### config.mk
export PLATFORM = sky130hd
export DESIGN_NAME = lhe_ctrl
export DESIGN_NICKNAME = d
export VERILOG_FILES = /design/src/sv/lhe_pkg.sv /design/src/sv/lhe_ctrl.sv
export SDC_FILE = /design/constraint.sdc
export NUM_CORES = 1
export LEC_CHECK = 0
export ABC_AREA = 1
export ABC_CLOCK_PERIOD_IN_PS = 3300
export BUFFER_PORTS_ARGS = -buffer_cell sky130_fd_sc_hd__buf_2
export CORE_MARGIN = 2
export CORE_UTILIZATION = 56
export CTS_BUF_LIST = sky130_fd_sc_hd__clkbuf_4 sky130_fd_sc_hd__clkbuf_8
export DETAILED_ROUTE_END_ITERATION = 10
export MAX_ROUTING_LAYER = met4
export PLACE_DENSITY = 0.86
export REMOVE_ABC_BUFFERS = 1
export SLEW_MARGIN = 20
export SYNTH_ARGS = -nofsm -noshare
export SYNTH_HDL_FRONTEND = slang
export SYNTH_SLANG_ARGS = --single-unit
### constraint.sdc
create_clock -name clock -period 3.3 [get_ports clock]
set_input_delay 0.165 -clock clock [delete_from_list [all_inputs] [get_ports clock]]
set_output_delay 0.165 -clock clock [all_outputs]
set_load 0.01 [all_outputs]
### src/sv/lhe_pkg.sv
// Shared constants and types for the letter histogram entropy block.
package lhe_pkg;

   localparam int NUM_BINS_DEF   = 26;
   localparam int COUNT_BITS_DEF = 24;
   localparam int IDX_BITS       = 5;
   localparam int CNT_OUT_BITS   = 24;
   localparam int PROB_BITS      = 17;
   localparam int ENT_BITS       = 19;
   localparam int LOG_FRAC       = 26;
   localparam int LOG_BITS       = 31;
   localparam logic [ENT_BITS-1:0] ENTROPY_MAX = 19'd327680;
   localparam logic [7:0] CHAR_LOWER_A = 8'h61;
   localparam logic [7:0] CHAR_LOWER_Z = 8'h7A;
   localparam logic [7:0] CHAR_UPPER_A = 8'h41;
   localparam logic [7:0] CHAR_UPPER_Z = 8'h5A;

   // Commands from the controller to the datapath.
   typedef struct packed {
      logic count_en;
      logic load_bin;
      logic log_start;
      logic div_start;
      logic accum;
      logic emit;
      logic final_div;
      logic clear;
   } lhe_cmd_type;

   // Status from the datapath to the controller.
   typedef struct packed {
      logic log_done;
      logic div_done;
   } lhe_sts_type;

endpackage

### src/sv/lhe_ctrl.sv
// Controller state machine sequencing counting, per-bin evaluation and clearing.
module lhe_ctrl
   import lhe_pkg::*;
#(
   parameter int NUM_BINS = NUM_BINS_DEF
) (
   input  logic                clock,
   input  logic                reset,
   input  logic                start,
   input  logic                block_end,
   input  lhe_sts_type         sts,
   output logic                busy,
   output lhe_cmd_type         cmd,
   output logic [IDX_BITS-1:0] bin_sel,
   output logic                first_bin,
   output logic                last_bin
);

   typedef enum logic [3:0] {
      ST_IDLE, ST_TLOG, ST_TLOG_W, ST_LOAD, ST_LOG, ST_LOG_W, ST_DIV, ST_DIV_W,
      ST_EMIT, ST_HDIV, ST_HDIV_W, ST_DONE
   } state_type;

   state_type           state_ff, state_in;
   logic [IDX_BITS-1:0] bin_ff, bin_in;
   logic                busy_ff, busy_in;
   logic                first_ff, first_in;

   always_comb begin
      state_in = state_ff;
      bin_in   = bin_ff;
      busy_in  = busy_ff;
      first_in = first_ff;
      cmd      = '0;
      unique case (state_ff)
         ST_IDLE: begin
            if (start) begin
               cmd.count_en = 1'b1;
               if (block_end) begin
                  busy_in  = 1'b1;
                  state_in = ST_TLOG;
                  bin_in   = '0;
                  first_in = 1'b1;
               end
            end
         end
         ST_TLOG: begin
            cmd.log_start = 1'b1;
            state_in      = ST_TLOG_W;
         end
         ST_TLOG_W: if (sts.log_done) state_in = ST_LOAD;
         ST_LOAD: begin
            cmd.load_bin = 1'b1;
            state_in     = ST_LOG;
         end
         ST_LOG: begin
            cmd.log_start = 1'b1;
            state_in      = ST_LOG_W;
         end
         ST_LOG_W: if (sts.log_done) state_in = ST_DIV;
         ST_DIV: begin
            cmd.div_start = 1'b1;
            cmd.accum     = 1'b1;
            state_in      = ST_DIV_W;
         end
         ST_DIV_W: begin
            if (sts.div_done) begin
               if (bin_ff == IDX_BITS'(NUM_BINS - 1)) begin
                  state_in = ST_HDIV;
               end else begin
                  state_in = ST_EMIT;
               end
            end
         end
         ST_EMIT: begin
            cmd.emit = 1'b1;
            first_in = 1'b0;
            bin_in   = bin_ff + 1'b1;
            state_in = ST_LOAD;
         end
         ST_HDIV: begin
            cmd.div_start = 1'b1;
            cmd.final_div = 1'b1;
            state_in      = ST_HDIV_W;
         end
         ST_HDIV_W: if (sts.div_done) state_in = ST_DONE;
         ST_DONE: begin
            cmd.emit  = 1'b1;
            cmd.clear = 1'b1;
            busy_in   = 1'b0;
            state_in  = ST_IDLE;
         end
         default: state_in = ST_IDLE;
      endcase
   end

   always_ff @(posedge clock) begin
      if (reset) begin
         state_ff <= ST_IDLE;
         bin_ff   <= '0;
         busy_ff  <= 1'b0;
         first_ff <= 1'b0;
      end else begin
         state_ff <= state_in;
         bin_ff   <= bin_in;
         busy_ff  <= busy_in;
         first_ff <= first_in;
      end
   end

   assign busy      = busy_ff;
   assign bin_sel   = bin_ff;
   assign first_bin = first_ff;
   assign last_bin  = (bin_ff == IDX_BITS'(NUM_BINS - 1));

endmodule

### After elaboration in Yosys (flattened, before gate mapping)

Cells that the tools add are included.

* muxes and demuxes: 24
* reduce and logical (&&, ||, !) cells: 9
* add/sub/neg operators: 1
* eq/ne operators: 18

Operator list (number)
* case mux 4 bit (11 select lines): 1
* 2-to-1 mux 4 bit: 6
* equality test 4 x 3 -> 1 bit (second input constant): 4
* equality test 4 bit (second input constant): 4
* 2-to-1 mux 1 bit: 12
* inequality test 2 bit (second input constant): 6
* 2-to-1 mux 5 bit: 2
* case mux 5 bit (2 select lines): 1
* equality test 4 x 2 -> 1 bit (second input constant): 2
* AND reduction 3 bit: 2
* AND reduction 6 bit: 1
* OR reduction 2 bit: 3
* adder 5 x 1 -> 5 bit (second input constant): 1
* equality test 5 bit (second input constant): 1
* equality test 4 x 1 -> 1 bit (second input constant): 1
* zero test 4 bit: 1
* case mux 1 bit (2 select lines): 2
* nonzero test 2 bit: 2

* output and inout bits: 16
* register bits after elaboration: 11
* bits of input ports: 6
* logic and storage cells: 56

### Logic depth before layout (Yosys ltp)

Gate-level depths: netlist of the first run.

* depth after elaboration: 4
* gate-level depth with buffers: 9

### Worst setup path after synthesis of the first run

Ideal clock, no wire load.

* path kind: register to register
* start point: register bin_ff[0], in the netlist bin_sel[0]
* end point: register state_ff[0]
* data arrival time: 1.293 ns
* period minus slack after synthesis: 1.357 ns
* setup time: 0.064 ns
* slack: 1.943 ns
* stages on the path, launching flop included: 8
* buffers on the path: 0
* path through: dfxtp_1 -> ha_1 -> nand2_1 -> nor3_1 -> nand3_1 -> nand3_1 -> nor2_1 -> nor2_1

* cells in the longest elaborated chain, start to end: 4

Ends and longest elaborated chain
* start: declaration: RTL line lhe_ctrl.sv:25 `logic [IDX_BITS-1:0] bin_ff, bin_in;`
* start signal: assignment: RTL line lhe_ctrl.sv:105 `bin_ff <= bin_in;`
* equality test 5 bit
* named net last_bin: RTL line lhe_ctrl.sv:16 `output logic last_bin`
* 2-to-1 mux 1 bit: RTL line lhe_ctrl.sv:68 `if (bin_ff == IDX_BITS'(NUM_BINS - 1)) begin`
* 2-to-1 mux 4 bit: RTL line lhe_ctrl.sv:67 `if (sts.div_done) begin`
* case mux 4 bit (11 select lines): RTL line lhe_ctrl.sv:35 `unique case (state_ff)`
* end signal: assignment: RTL line lhe_ctrl.sv:104 `state_ff <= state_in;`
* end: declaration: RTL line lhe_ctrl.sv:24 `state_type state_ff, state_in;`

The timed path passes the listed nets, and every way through them passes these cells. The select of a mux whose other input is x is not followed.
A chain may end at the register's enable or synchronous reset.

==> impl_metrics.py, run 1 <==
metrics = {
    "outcome": {
        "status": "finished clean",
    },
    "clocking": {
        "cts.path.max_buffers": 2,
        "clk-insertion-delay-late_ps": 270,
        "htreeDepth": 1,
        "numClockSinks": 11,
        "cts_resized": 0,
        "cts-hold-fix-buffers": 0,
        "cts_buffers": 3,
        "postCtsSetupRepairBufs": 0,
        "cts_tree": "built",
        "clock-root-buffer": "clkbuf_4",
        "path_clk_slew_ps": 80,
    },
    "route": {
        "avgViaCountPerCell": 5.02,
        "drc": 0,
        "wirelength_um": 1610,
        "wl_per_cell_um": 10.6,
        "dr.pass1.iters": 5,
        "drt_iter0_drc": 16,
        "drtAntennaViolNets": 0,
        "vias": 763,
    },
    "worst_setup_path": {
        "r2r_cells": 6,
        "cp-endpoint": "cmd[0]",
        "cpPeakStageDelay_ps": 430,
        "r2r_start": "state_ff[2]",
        "crit_type": "flop to primary output",
        "crit_slowest_cell": "dfxtp_1",
        "r2r_end": "bin_sel[3]",
        "worstPathCellList": "inv_2 -> nor2_4 -> inv_2 -> nor2_1 -> buf_2",
        "crit_path_start_kind": "flop",
        "rrSetupSlack_ps": 1980,
        "crit_start": "state_ff[3]",
        "required_ps": 3130,
        "worstPathMaxFanout": 5,
        "critical_path_depth": 5,
        "arrival_ps": 1360,
        "cp_top_family": "flip-flops",
        "cp_num_buf_inv": 3,
        "end_kind": "primary output",
        "crit_path_frequent_cell": "inv_2",
    },
    "yosys": {
        "synth_area_leaders": "dfxtp_1 (30%), nand2_1 (14%), nor2_1 (9.2%), inv_1 (7.2%), a21oi_1 (4.1%)",
        "avgSynthCellArea_um2": 6.47,
        "synth_top_area_share_pct": 30.1,
        "ys_seq_area_share_pct": 30.1,
        "synth-seq-cells": 11,
        "yosysWarnings": 0,
        "synth_cells": 113,
        "synth_edf_count": 0,
        "synth_top_flop_cell": "dfxtp_1",
        "synthesis.area_um2": 731,
        "synthArstFlopShare_pct": 0,
        "yosys.area.top_type": "dfxtp_1",
        "ys_types": 24,
    },
    "timing": {
        "setup_tns_ps": 0,
        "setup_viol": 0,
        "fmax_ghz": 0.655,
        "slew_violations": 0,
        "max_slew_margin_pct": 80.2,
        "rsz0062_at_grt": "false",
        "tightest_slew_ps": 297,
        "layout_min_cycle_time_ps": 1530,
        "final_hold_viol_count": 0,
        "finClkSkew_ps": 8.57,
        "finalCritPeriodShare_pct": 46.3,
    },
    "global_routing": {
        "grt_start_max_net_pins": 9,
        "antenna_found_initial": 0,
        "grt_pass1_wl_um": 2430,
        "grt_usage_pct": 23.2,
        "grt_pass1_vias": 563,
        "grt-ovfl-total": 0,
    },
    "pwr": {
        "power_density_mw_per_mm2": 776,
        "internal_power_uw": 344,
        "switching_share_pct": 49.6,
        "ir_drop_mv": 0.384,
        "pwr-share-clk_pct": 13.7,
        "leakage_uw": 0.000498,
        "power_uw": 682,
        "power_frac_seq_pct": 29.6,
        "p_switching_uw": 338,
        "combPwrFrac_pct": 56.7,
    },
    "hold_path": {
        "holdCritPathClass": "primary input to flop",
        "hold_path_depth": 2,
    },
    "floorplanning": {
        "die_height_um": 40.1,
        "rows": 13,
        "core_mm2": 0.00125,
        "fp.dieArea_mm2": 0.00161,
        "io_pins": 22,
        "initial_core_util_pct": 58.3,
        "die_width_um": 40.1,
    },
    "finish": {
        "layout-drive-gt1-share_pct": 29.2,
        "multi_input_area_um2": 439,
        "area_growth_pct": 20.2,
        "n_fill_cell": 106,
        "final_nets": 146,
        "antenna_cells": 0,
        "post-route-util_pct": 70.1,
        "regArea_um2": 220,
    },
    "placed_design": {
        "place_congestion": 0.896,
        "port-buffer-count": 21,
        "dpl.hpwl_um": 1260,
    },
    "run": {
        "drv_cap": 0,
    },
}
==> per-layer routing <==
metal | global-route usage [%] | vias up | wire, µm
met5 | - | - | 0
met4 | 7.76 | 0 | 10
met3 | 3.33 | 2 | 82
met2 | 34.7 | 24 | 779
met1 | 31.6 | 338 | 742
li1 | - | 399 | -
==> synth_stat cells, types with 2 or more instances <==
cell type   n
nor2_1     18
inv_2       4
nand3_1     6
o21ai_0     4
inv_1      14
nand2_2     3
a21oi_1     6
nor3_1      3
nand4_1     2
nand2_1    28
ha_1        2
dfxtp_1    11
==> through the flow <==
step	std cells	worst slack, ps	cell area [µm²]	hold slack [ps]
detailed placement	148	1990	851	418
finish	152	1770	878	128
CTS	152	1780	878	126
floorplan	112	1940	727	227
global placement	148	2020	851	410
global route	152	1680	878	134
==> layout by cell type, fill, tap and decap left out, types with 2 or more instances in the layout <==
cell type and instances:
a21oi_1 6, buf_2 21, clkbuf_4 3, dfxtp_1 11
ha_1 2, inv_1 14, inv_2 4, nand2_1 28
nand2_2 3, nand3_1 6, nand4_1 2, nor2_1 18
nor3_1 3, o21ai_0 4
==> logic make-up after synthesis <==
group / Yosys count / synth area share, %
compound gates: 13 / 10.4
xor+xnor: 2 / 2.40
fa+ha+maj: 2 / 3.42
buf+inv: 19 / 9.76
flops: 11 / 30.1
simple gates: 66 / 43.8
==> power groups by stage <==
stage	Clock (µW)	Sequential (µW)	Combinational, µW
floorplan	0	200	295
global placement	0	201	378
detailed placement	0	203	383
CTS	95.9	201	387
global route	98.9	206	434
finish	93.7	202	387
==> cell type report <==
type | instances | area share (%)
clock inverters | 1 | 0.570
inverters | 18 | 7.69
repair buffers | 21 | 12.0
well taps | 15 | 2.14
flip-flops and latches | 11 | 25.1
clock buffers | 3 | 2.56
multi-input cells | 83 | 50.0
==> flip-flops by register name, indices dropped and copies added, names as in the netlist <==
signal / cells
busy: 1
state_ff: 4
bin_sel: 5
first_bin: 1
==> worst register-to-register path, stage by stage (launching register included) <==
cell,delay [ps]
dfxtp_1,380
nor2_1,220
nand2_2,110
nor3_2,230
nor2_1,140
nand2_1,90
a21oi_1,60
==> how the worst min path moves through the flow <==
stage,startpoint,endpoint,slack (ps)
5_1_grt,reset,bin_sel[1],130
4_1_cts,reset,bin_sel[1],130
3_3_place_gp,reset,bin_sel[1],410
2_1_floorplan,reset,bin_sel[1],230
6_report,reset,bin_sel[1],130
3_5_place_dp,reset,bin_sel[1],420
Power figures use the tool's default switching activity.
==> run 2, diff against run 1 <==
- ABC_CLOCK_PERIOD_IN_PS: 3300 -> 1300
- CORE_UTILIZATION: 56 -> 47
- PLACE_DENSITY: 0.86 -> 0.77
- clock period: 3.3 -> 1.3 ns (I/O delays scaled with it)
==> run 2 against run 1 <==
Effect of this change: the flow now finishes with violations (negative setup slack); first-iteration DRC count up 19%; worst hold slack got worse by 93 ps; clock power grew to 2.6 times the previous value; non-clock buffer count grew 13; final cell count is 9.2% higher; flip-flop and latch count did not move; combinational power rose to 3.2 times the previous value; critical path depth grew 1; global-route usage shrank 0.98 points; critical path type is now flop to flop; largest power group unchanged; setup slack got worse by 1800 ps.
==> impl_metrics.py, run 2 (synthesis results as in run 1) <==
metrics = {
    "timing": {
        "setup_viol": 2,
        "timing.final.ws_setup_ps": -21.7,
        "layout_min_cycle_time_ps": 1320,
        "slew_violations": 0,
        "finalCritPeriodShare_pct": 102,
        "tightest_slew_ps": 268,
        "fmax_ghz": 0.757,
        "rsz0062_at_grt": "true",
        "final_hold_viol_count": 0,
        "setup_tns_ps": -43.3,
        "max_slew_margin_pct": 82.1,
        "finClkSkew_ps": 1.52,
    },
    "global_routing": {
        "antenna_found_initial": 0,
        "grt_pass1_vias": 771,
        "grt_pass1_wl_um": 2990,
        "grt_start_max_net_pins": 8,
        "grt_usage_pct": 22.2,
        "grt-ovfl-total": 0,
    },
    "worst_setup_path": {
        "required_ps": 1490,
        "rrSetupSlack_ps": -20,
        "r2r_start": "state_ff[3]",
        "r2r_cells": 6,
        "arrival_ps": 1520,
        "end_kind": "flop",
        "r2r_end": "first_bin",
        "crit_type": "flop to flop",
        "cp-endpoint": "first_bin",
        "crit_start": "state_ff[3]",
        "worstPathMaxFanout": 4,
        "crit_path_start_kind": "flop",
    },
    "pwr": {
        "combPwrFrac_pct": 61.0,
        "switching_share_pct": 47.5,
        "power_density_mw_per_mm2": 1960,
        "p_switching_uw": 948,
        "ir_drop_mv": 1.13,
        "power_frac_seq_pct": 26.7,
        "pwr-share-clk_pct": 12.3,
        "leakage_uw": 0.000568,
        "internal_power_uw": 1050,
    },
    "placed_design": {
        "dp.cells": 158,
        "dpl-instance-area_um2": 920,
        "place_congestion": 0.838,
        "dpl.hpwl_um": 1370,
        "port-buffer-count": 21,
    },
    "floorplanning": {
        "initial_core_util_pct": 49.1,
        "core_mm2": 0.00149,
        "die_height_um": 43.4,
        "die_width_um": 43.4,
        "fp.dieArea_mm2": 0.00189,
        "io_pins": 22,
        "rows": 14,
    },
    "finish": {
        "layout-drive-gt1-share_pct": 44.0,
        "largest_reg_flops": 5,
        "layout_commonest_cell": "nand2_1",
        "final_cell_mix": "nand2_1 (27), buf_2 (21), nor2_1 (14)",
        "area_growth_pct": 39.0,
        "final_cell_count_no_fill": 166,
        "finalInstanceArea_mm2": 0.00102,
        "antenna_cells": 0,
        "final_nets": 159,
    },
    "clocking": {
        "numClockSinks": 11,
        "cts_tree": "built",
        "cts_buffers": 3,
        "clock-root-buffer": "clkbuf_4",
        "cts.path.max_buffers": 2,
        "clk-insertion-delay-late_ps": 280,
        "htreeDepth": 1,
        "cts-hold-fix-buffers": 0,
        "path_clk_slew_ps": 80,
    },
    "route": {
        "avgViaCountPerCell": 5.00,
        "wirelength_um": 1850,
        "wl_per_cell_um": 11.1,
        "dr.pass1.iters": 4,
        "drc": 0,
        "vias": 830,
        "drt_iter0_drc": 19,
        "drtAntennaViolNets": 0,
    },
    "outcome": {
        "status": "complete, but fails checks",
        "failed_checks": "negative setup slack",
    },
    "hold_path": {
        "holdCritPathClass": "primary input to flop",
        "min_from": "reset",
    },
    "run": {
        "drv_cap": 0,
    },
}
==> run 2: cell count changes in the layout (fill, tap and decap cells not counted), moves of 2 or more <==
cell     before  now
dfxtp_1      11    7
nor2_2        1    4
nor2_1       18   14
dfxtp_2       0    2
inv_2         4    6
dfxtp_4       0    2
buf_4         0   12
inv_1        14   11
==> run 2: timing repair <==
| action | CTS | global route |
|---|---|---|
| buffers inserted | 1 | 3 |
| gates resized for setup | 8 | 11 |
| pin swaps | 0 | 3 |
| setup endpoints to repair | 5 | 17 |
==> run 2: worst min path at each step <==
stage | endpoint | slack (ps) | cells after the start
global placement | bin_sel[1] | 320 | 2
global route | bin_sel[1] | 40 | 2
detailed placement | bin_sel[1] | 330 | 2
floorplan | bin_sel[1] | 130 | 1
CTS | bin_sel[1] | 30 | 2
finish | bin_sel[1] | 30 | 2
==> run 2: routing by layer <==
layer / track usage [%] / routed length, µm
met1: 24.4 / 841
met2: 37.6 / 893
met3: 4.17 / 57
met4: 12.1 / 57
met5: - / 0
==> run 2: stage by stage <==
step	util (%)	setup WS [ps]	hold slack, ps	total power (µW)
detailed placement	61.8	31.2	329	1590
CTS	65.2	1.75	30.8	1880
finish	68.2	-21.7	34.7	1990
floorplan	-	-56.5	127	1260
global route	68.2	-109	41.1	2170
global placement	61.8	58.5	319	1570
==> run 2: power by group through the flow <==
stage,clock network (µW),logic (µW),registers [µW]
final,245,1220,533
after global routing,261,1360,546
after CTS,249,1130,508
after detailed placement,0,1090,500
after global placement,0,1070,496
after floorplan,0,750,507
==> run 2: final cells by class <==
cell class / count / area, µm²
well taps: 16 / 20.0
clock inverters: 1 / 5.00
repair buffers: 34 / 206
multi-input cells: 83 / 462
clock buffers: 3 / 22.5
flip-flops and latches: 11 / 230
inverters: 18 / 70.1
fillers: 113 / 473
==> run 2: worst max-delay path, stage by stage, from the launching register on <==
cell     delay (ps)
dfxtp_2         360
nor2_1          250
nand2_2         100
nor3_2          190
buf_4           160
nor2_1           40
nor3_1          150
